## src/rtl/cdq_pkg.sv

```systemverilog
// Shared types, constants and operation codes for the circular deque.
package cdq_pkg;

  localparam int CDQ_DEPTH = 16;
  localparam int DATA_W    = 32;
  localparam int FUNC_W    = 3;
  localparam int LIMIT_W   = 5;

  localparam logic [LIMIT_W-1:0] LIMIT_RESET = LIMIT_W'(16);

  localparam logic [FUNC_W-1:0] FUNC_INS_FRONT = 3'd0;
  localparam logic [FUNC_W-1:0] FUNC_INS_REAR  = 3'd1;
  localparam logic [FUNC_W-1:0] FUNC_DEL_FRONT = 3'd2;
  localparam logic [FUNC_W-1:0] FUNC_DEL_REAR  = 3'd3;
  localparam logic [FUNC_W-1:0] FUNC_NOP       = 3'd4;

  typedef enum logic [1:0] {
    ST_IDLE,
    ST_READ,
    ST_DONE
  } cdq_state_t;

  typedef struct packed {
    logic exec;
    logic load;
  } cdq_cmd_t;

endpackage

```

## src/rtl/cdq_ram.sv

```systemverilog
// Generic RAM: one write port, two read ports with registered read data.
module cdq_ram #(
  parameter int WIDTH = 32,
  parameter int DEPTH = 16
) (
  input  logic                     clk,
  input  logic                     we,
  input  logic [$clog2(DEPTH)-1:0] waddr,
  input  logic [WIDTH-1:0]         wdata,
  input  logic [$clog2(DEPTH)-1:0] raddr_a,
  output logic [WIDTH-1:0]         rdata_a,
  input  logic [$clog2(DEPTH)-1:0] raddr_b,
  output logic [WIDTH-1:0]         rdata_b
);

  logic [WIDTH-1:0] mem [DEPTH];

  always_ff @(posedge clk) begin
    if (we) begin
      mem[waddr] <= wdata;
    end
    rdata_a <= mem[raddr_a];
    rdata_b <= mem[raddr_b];
  end

endmodule

```

## src/rtl/cdq_ctrl.sv

```systemverilog
// Controller state machine: accept, read, result capture and output valid.
module cdq_ctrl import cdq_pkg::*; (
  input  logic     clk,
  input  logic     rst_n,
  input  logic     in_tvalid,
  output logic     in_tready,
  output logic     out_tvalid,
  input  logic     out_tready,
  output cdq_cmd_t cmd
);

  cdq_state_t state_r, state_nxt;
  logic       out_valid_r, out_valid_nxt;

  always_ff @(posedge clk) begin
    if (!rst_n) begin
      state_r     <= ST_IDLE;
      out_valid_r <= 1'b0;
    end else begin
      state_r     <= state_nxt;
      out_valid_r <= out_valid_nxt;
    end
  end

  always_comb begin
    state_nxt = state_r;
    cmd       = '0;
    in_tready = 1'b0;
    out_valid_nxt = out_valid_r && !out_tready;
    case (state_r)
      ST_IDLE: begin
        in_tready = 1'b1;
        if (in_tvalid) begin
          cmd.exec  = 1'b1;
          state_nxt = ST_READ;
        end
      end
      ST_READ: begin
        state_nxt = ST_DONE;
      end
      ST_DONE: begin
        if (!out_valid_r || out_tready) begin
          cmd.load      = 1'b1;
          out_valid_nxt = 1'b1;
          state_nxt     = ST_IDLE;
        end
      end
      default: begin
        state_nxt = ST_IDLE;
      end
    endcase
  end

  assign out_tvalid = out_valid_r;

`ifndef SYNTH
  a_read_to_done: assert property (@(posedge clk) disable iff (!rst_n)
    state_r == ST_READ |=> state_r == ST_DONE)
    else $error("read state not followed by capture");

  a_valid_from_done: assert property (@(posedge clk) disable iff (!rst_n)
    $rose(out_valid_r) |-> $past(state_r == ST_DONE))
    else $error("result valid without capture");

  a_load_free: assert property (@(posedge clk) disable iff (!rst_n)
    cmd.load |-> (!out_valid_r || out_tready))
    else $error("result overwritten before taken");
`endif

endmodule

```

## src/rtl/cdq_dp.sv

```systemverilog
// Datapath: pointers, occupancy, size limit, store and result registers.
module cdq_dp import cdq_pkg::*; #(
  parameter int DEPTH = CDQ_DEPTH
) (
  input  logic               clk,
  input  logic               rst_n,
  input  cdq_cmd_t           cmd,
  input  logic [FUNC_W-1:0]  func,
  input  logic [DATA_W-1:0]  value,
  input  logic               cfg_wen,
  input  logic [LIMIT_W-1:0] cfg_wdata,
  output logic [DATA_W-1:0]  front_value,
  output logic [DATA_W-1:0]  rear_value,
  output logic               ok,
  output logic               empty_res,
  output logic               full_res
);

  localparam int AW = $clog2(DEPTH);
  localparam int OW = $clog2(DEPTH + 1);
  localparam int LW = (OW > LIMIT_W) ? OW : LIMIT_W;

  logic [AW-1:0]      head_r, head_nxt, tail_r, tail_nxt;
  logic [AW-1:0]      head_prev, head_next, tail_prev, tail_next;
  logic [OW-1:0]      occ_r, occ_nxt;
  logic [LIMIT_W-1:0] limit_r;
  logic               ok_r, ok_nxt;
  logic               ok_pend_r;
  logic [LW-1:0]      limit_w, eff_limit;
  logic               full, empty;
  logic               we;
  logic [AW-1:0]      waddr;
  logic [DATA_W-1:0]  rdata_a, rdata_b;
  logic [DATA_W-1:0]  front_r, rear_r;
  logic               empty_r, full_r;

  assign limit_w   = LW'(limit_r);
  assign eff_limit = (limit_w > LW'(DEPTH)) ? LW'(DEPTH) : limit_w;
  assign full      = LW'(occ_r) >= eff_limit;
  assign empty     = occ_r == '0;

  assign head_prev = (head_r == '0) ? AW'(DEPTH - 1) : head_r - 1'b1;
  assign head_next = (head_r == AW'(DEPTH - 1)) ? '0 : head_r + 1'b1;
  assign tail_prev = (tail_r == '0) ? AW'(DEPTH - 1) : tail_r - 1'b1;
  assign tail_next = (tail_r == AW'(DEPTH - 1)) ? '0 : tail_r + 1'b1;

  always_comb begin
    head_nxt = head_r;
    tail_nxt = tail_r;
    occ_nxt  = occ_r;
    ok_nxt   = 1'b0;
    we       = 1'b0;
    waddr    = tail_r;
    case (func)
      FUNC_INS_FRONT: begin
        if (!full) begin
          head_nxt = head_prev;
          waddr    = head_prev;
          we       = cmd.exec;
          occ_nxt  = occ_r + 1'b1;
          ok_nxt   = 1'b1;
        end
      end
      FUNC_INS_REAR: begin
        if (!full) begin
          tail_nxt = tail_next;
          waddr    = tail_r;
          we       = cmd.exec;
          occ_nxt  = occ_r + 1'b1;
          ok_nxt   = 1'b1;
        end
      end
      FUNC_DEL_FRONT: begin
        if (!empty) begin
          head_nxt = head_next;
          occ_nxt  = occ_r - 1'b1;
          ok_nxt   = 1'b1;
        end
      end
      FUNC_DEL_REAR: begin
        if (!empty) begin
          tail_nxt = tail_prev;
          occ_nxt  = occ_r - 1'b1;
          ok_nxt   = 1'b1;
        end
      end
      FUNC_NOP: begin
        ok_nxt = 1'b1;
      end
      default: begin
        ok_nxt = 1'b0;
      end
    endcase
  end

  always_ff @(posedge clk) begin
    if (!rst_n) begin
      head_r  <= '0;
      tail_r  <= '0;
      occ_r   <= '0;
      limit_r <= LIMIT_RESET;
    end else begin
      if (cmd.exec) begin
        head_r <= head_nxt;
        tail_r <= tail_nxt;
        occ_r  <= occ_nxt;
      end
      if (cfg_wen) begin
        limit_r <= cfg_wdata;
      end
    end
  end

  // ok is held aside until capture so a waiting result keeps its own flag
  always_ff @(posedge clk) begin
    if (cmd.exec) begin
      ok_pend_r <= ok_nxt;
    end
    if (cmd.load) begin
      ok_r    <= ok_pend_r;
      front_r <= empty ? '1 : rdata_a;
      rear_r  <= empty ? '1 : rdata_b;
      empty_r <= empty;
      full_r  <= full;
    end
  end

  cdq_ram #(
    .WIDTH (DATA_W),
    .DEPTH (DEPTH)
  ) u_store (
    .clk     (clk),
    .we      (we),
    .waddr   (waddr),
    .wdata   (value),
    .raddr_a (head_r),
    .rdata_a (rdata_a),
    .raddr_b (tail_prev),
    .rdata_b (rdata_b)
  );

  assign front_value = front_r;
  assign rear_value  = rear_r;
  assign ok          = ok_r;
  assign empty_res   = empty_r;
  assign full_res    = full_r;

`ifndef SYNTH
  a_occ_bound: assert property (@(posedge clk) disable iff (!rst_n)
    int'(occ_r) <= DEPTH)
    else $error("occupancy above depth");

  a_ptr_span: assert property (@(posedge clk) disable iff (!rst_n)
    int'(tail_r) == (int'(head_r) + int'(occ_r)) % DEPTH)
    else $error("head, tail and occupancy disagree");

  a_ins_count: assert property (@(posedge clk) disable iff (!rst_n)
    cmd.exec && we |=> int'(occ_r) == int'($past(occ_r)) + 1)
    else $error("insert did not raise occupancy");
`endif

endmodule

```

## src/rtl/circular_deque.sv

```systemverilog
// Top level of the circular deque: stream ports, controller and datapath.
//
// A double-ended queue of up to DEPTH 32-bit values. Each input item carries
// an operation in in_tuser (insert front, insert rear, delete front, delete
// rear, no change) and a value in in_tdata; each produces one result with the
// success flag, the front and rear entries after the operation (all ones when
// empty) and the empty and full flags. An item passes from acceptance through
// execute and write, store read (set by the registered read ports of the store)
// and capture. A new item is accepted once the previous one is captured, even
// while that result still waits on the output. The user writes size_limit through
// cfg_wen/cfg_wdata only while the deque is empty; the block does not enforce
// this. The effective limit is the smaller of size_limit and DEPTH. The store
// needs no clearing after reset.
module circular_deque import cdq_pkg::*; #(
  parameter int DEPTH = CDQ_DEPTH
) (
  input  logic               clk,
  input  logic               rst_n,
  input  logic               in_tvalid,
  output logic               in_tready,
  input  logic [31:0]        in_tdata,   // value
  input  logic [FUNC_W-1:0]  in_tuser,   // func
  output logic               out_tvalid,
  input  logic               out_tready,
  output logic [63:0]        out_tdata,  // front_value, rear_value
  output logic [2:0]         out_tuser,  // ok, empty_res, full_res
  input  logic               cfg_wen,
  input  logic [LIMIT_W-1:0] cfg_wdata
);

  cdq_cmd_t          cmd;
  logic [DATA_W-1:0] front_value, rear_value;
  logic              ok, empty_res, full_res;

  cdq_ctrl u_ctrl (
    .clk        (clk),
    .rst_n      (rst_n),
    .in_tvalid  (in_tvalid),
    .in_tready  (in_tready),
    .out_tvalid (out_tvalid),
    .out_tready (out_tready),
    .cmd        (cmd)
  );

  cdq_dp #(
    .DEPTH (DEPTH)
  ) u_dp (
    .clk         (clk),
    .rst_n       (rst_n),
    .cmd         (cmd),
    .func        (in_tuser),
    .value       (in_tdata),
    .cfg_wen     (cfg_wen),
    .cfg_wdata   (cfg_wdata),
    .front_value (front_value),
    .rear_value  (rear_value),
    .ok          (ok),
    .empty_res   (empty_res),
    .full_res    (full_res)
  );

  assign out_tdata = {rear_value, front_value};
  assign out_tuser = {full_res, empty_res, ok};

endmodule

```

## config.mk

```make
export PLATFORM = sky130hd
export DESIGN_NAME = circular_deque
export DESIGN_NICKNAME = d
export VERILOG_FILES = /design/src/rtl/cdq_pkg.sv /design/src/rtl/cdq_ram.sv /design/src/rtl/cdq_ctrl.sv /design/src/rtl/cdq_dp.sv /design/src/rtl/circular_deque.sv
export SDC_FILE = /design/constraint.sdc
export NUM_CORES = 1
export LEC_CHECK = 0
export BUFFER_PORTS_ARGS = -buffer_cell sky130_fd_sc_hd__clkbuf_2
export CORE_ASPECT_RATIO = 0.8
export CORE_UTILIZATION = 50
export CTS_BUF_LIST = sky130_fd_sc_hd__clkbuf_8
export DETAILED_ROUTE_END_ITERATION = 8
export PLACE_DENSITY_LB_ADDON = 0.2
export RECOVER_POWER = 25
export SLEW_MARGIN = 25
export SYNTH_ARGS = -nofsm -noshare
export SYNTH_HDL_FRONTEND = slang
export SYNTH_SLANG_ARGS = --single-unit
```

## constraint.sdc

```tcl
create_clock -name clk -period 5.45 [get_ports clk]
set_input_delay 1.09 -clock clk [delete_from_list [all_inputs] [get_ports clk]]
set_output_delay 1.09 -clock clk [all_outputs]
set_load 0.1 [all_outputs]
```

==> impl_results.md <==
* Cts bufs inserted at 103
* Max Fclk at 0.259 GHz
* RSZ-0062 raised after global routing: false
* Number of synthesized flops with an enable pin at between 500 and 600
* Commonest cells after routing, fill and taps aside: edfxtp_1 (580), mux4_2 (224), clkbuf_8 (119), clkbuf_2 (89), dfxtp_1 (81)
* Seq cells post-synth at approximately 670
* FF-to-FF Start: u_dp.limit_r[4]
* Row cnt at 77
* Reg clk slew, reported paths at about 60 ps
* DR DRC count at 0
* Drt total wl at roughly 70000 um
* Top Ports at approximately 110
* Initial antenna violation count at 4
* Critical Path Start: u_dp.limit_r[4]
* Setup TNS at 0 ps
* GP Congestion at around 0.84
* Total of fill cells in the finished design at roughly 4300
* Total Power at approximately 0.011 W
* Avg WL per Cell at between 20 and 30 um
* Initial Util at 50.9%
* Post-synthesis sequential area ratio at roughly two thirds
* Clk_lat worst skew at ~720 ps
* Slowest stage delay, CP at between 800 and 900 ps
* R2R Setup Slk at roughly 1600 ps
* Crit share post-route at between 70% and 80%
* Die Ht at about 210 um
* Largest net degree at the start of global routing at between 60 and 70
* Required @ worst endpoint at a little under 6000 ps
* Vias at between 15000 and 20000
* CTS tree: done
* Area Overhead vs Synth at 13.5%
* Grt total ovfl at 0
* Overall routing resource usage at between 20% and 30%
* Crit path depth at 8
* Buffers & Inverters on Critical Path at 2
* Synthesized area per cell at about 19 um^2
* Chip Width at around 270 um
* Port bufs at ~110
* Pins Over Slew Limit at 0
* Worst Setup EP: u_dp.u_store.mem[12][13]
* Clk_skew at 39.0 ps
* Worst Setup End Kind: register
* Setup violations, final at 0
* Crit-path cells: inv_1, ha_1, a21oi_1, and3_1, a21bo_2, or3_1, o22ai_4, buf_4
* Clock root buffer: clkbuf_8
* Commonest non-fill, non-tap cell in the layout: edfxtp_1
* Die area at approximately 58000 um^2
* Most Crowded Layer GR: met2
* Final instance area at 32100 um^2
* Arrival @ worst endpoint at approximately 4300 ps
* Outcome: complete, no violations
* Slowest CP cell: o22ai_4
* Worst r2r dst: u_dp.u_store.mem[12][13]
* Synth Flop Type: edfxtp_1
* Final hold violations at 0
* Maximum vdd drop at 0.000260 V
* Maximum level of the CTS H-tree at 3
* Core Region at 55600 um^2
* DP Area at between 20000 and 30000 um^2
* Met1 GRT Util at a little over a third
* Clk buf depth at 3
* Fin nets at ~1700
* Worst reg2reg path depth at 8
* PD cells at between 300 and 400 nW/um^2
* Met2 GRT Util at 37.0%
* Crit path max fanout at 23
* Pleak at around 10 nW
* Post-Syn Nets at ~1600
* CP startpoint kind: register
* # hold bufs at CTS at 0
* Gate Count Post-Synth at approximately 1500
* Worst Max-Slew Pin Slew at 1070 ps
* Vias per std cell at roughly 6.5
* Postcts setup bufs at 0
* Yosys cell types at 62
* Max-Cap Viols at 0
* Crit Path Class: reg2reg
* Share of cells above drive strength 1 at between 30% and 40%
* Final Non-Filler Cells at roughly 2500
* Async S/R FF share, synth at 0%
* Worst path top cell family by delay: compound AO/OA/AOI/OAI gates
* Vias in the first global route at about 16000
* Dpl hpwl at 40400 um
* End-of-flow core utilization at a little under 60%
* # resized after CTS at 0
* Hold Crit Class: reg2reg
* Cell Area, Synth at between 20000 and 30000 um^2
* Normalized max-slew margin at 28.4%
* Met3 usage at 6.50%
* First-pass GRT wire length at 105000 um
* Placed Instances at 2292
* DRT antenna net count at 0
* Minimum period implied by the final worst setup slack at between 3000 and 4000 ps
* DR pass1 iterations at 5
* Initial DRC count at ~1900
* Sink Count at 665
* YS warnings at 0
metal layers:
metal | wire, um | share of wire [%]
met1 | 29700 | 42
met2 | 32100 | 46
met3 | 6600 | 9.4
met4 | 1830 | 2.6
met5 | 36 | 0.051
cell type report:
class | instances | area (um^2) | share of cell area (%)
antenna | 1 | 2.50 | 0.00779
clock buffer | 119 | 1640 | 5.10
clock inverter | 75 | 527 | 1.64
inverter | 17 | 63.8 | 0.199
multi-input combinational | 706 | 8890 | 27.7
sequential | 665 | 19100 | 59.6
tap | 750 | 938 | 2.92
timing repair buffer | 155 | 921 | 2.87
worst min-delay path by stage:
stage	start	slack [ps]	to	cells after the start
after global placement	u_dp.ok_pend_r	410	u_dp.ok	0
after global routing	u_dp.ok_pend_r	450	u_dp.ok	0
final	u_dp.ok_pend_r	420	u_dp.ok	0
after CTS	u_dp.ok_pend_r	430	u_dp.ok	0
after floorplan	u_dp.ok_pend_r	400	u_dp.ok	0
after detailed placement	u_dp.ok_pend_r	410	u_dp.ok	0
worst register-to-register path, cell delays in order (launching register included):
cell	delay, ps
dfxtp_1	320
inv_1	100
ha_1	320
a21oi_1	460
and3_1	270
a21bo_2	380
or3_1	550
o22ai_4	860
buf_4	310
synthesized netlist by cell type (7+ instances only):
master,n,share of area (%)
a21oi_1,22,0.39
inv_1,16,0.21
o221ai_1,32,0.99
nor2_1,25,0.33
ha_1,14,0.62
a221oi_1,64,2.0
edfxtp_1,580,62
nand2b_1,69,1.5
dfxtp_1,85,6.0
mux4_2,224,18
a22oi_1,32,0.85
buf_2,20,0.35
nand3_1,9,0.16
clkbuf_1,78,1.0
nand2_1,32,0.42
xnor2_1,7,0.22
a211oi_1,9,0.24
o21ai_0,14,0.25
mux2i_1,10,0.35
a22o_1,64,2.0
buf_1,10,0.13
o31ai_1,7,0.19
flip-flops by register name, summed over array words and instances (netlist names):
name,count
u_dp.front_value,32
u_dp.occ_r,5
u_dp.tail_r,4
u_ctrl.out_tvalid,1
u_ctrl.state_r,2
u_dp.u_store.mem,512
u_dp.full_res,1
u_dp.rear_value,32
u_dp.limit_r,5
u_dp.u_store.rdata_b,32
u_dp.empty_res,1
u_dp.ok,1
u_dp.u_store.rdata_a,32
u_dp.head_r,4
u_dp.ok_pend_r,1
stage by stage:
stage	hold WS (ps)	setup slack, ps
3_3_place_gp	412	1260
2_1_floorplan	400	725
4_1_cts	426	1620
6_report	423	1590
3_5_place_dp	412	1190
5_1_grt	451	1460
cells by family after synthesis:
group / after synthesis / synth area share (%)
muxes: 234 / 18.2
adders and majority gates: 15 / 0.690
xor gates and xnor gates: 7 / 0.217
DFF: 665 / 67.6
AOI/OAI and AO/OA: 276 / 7.82
and+or+nand+nor: 174 / 3.44
buffers and inverters: 134 / 2.05
report_power, final:
part	total, W	internal (W)	switching (W)
logic	0.000791	0.000278	0.000513
registers	0.00569	0.00564	0.0000518
clock network	0.00431	0.00234	0.00197
total	0.0108	0.00825	0.00254
(Power assumes the default switching activity.)
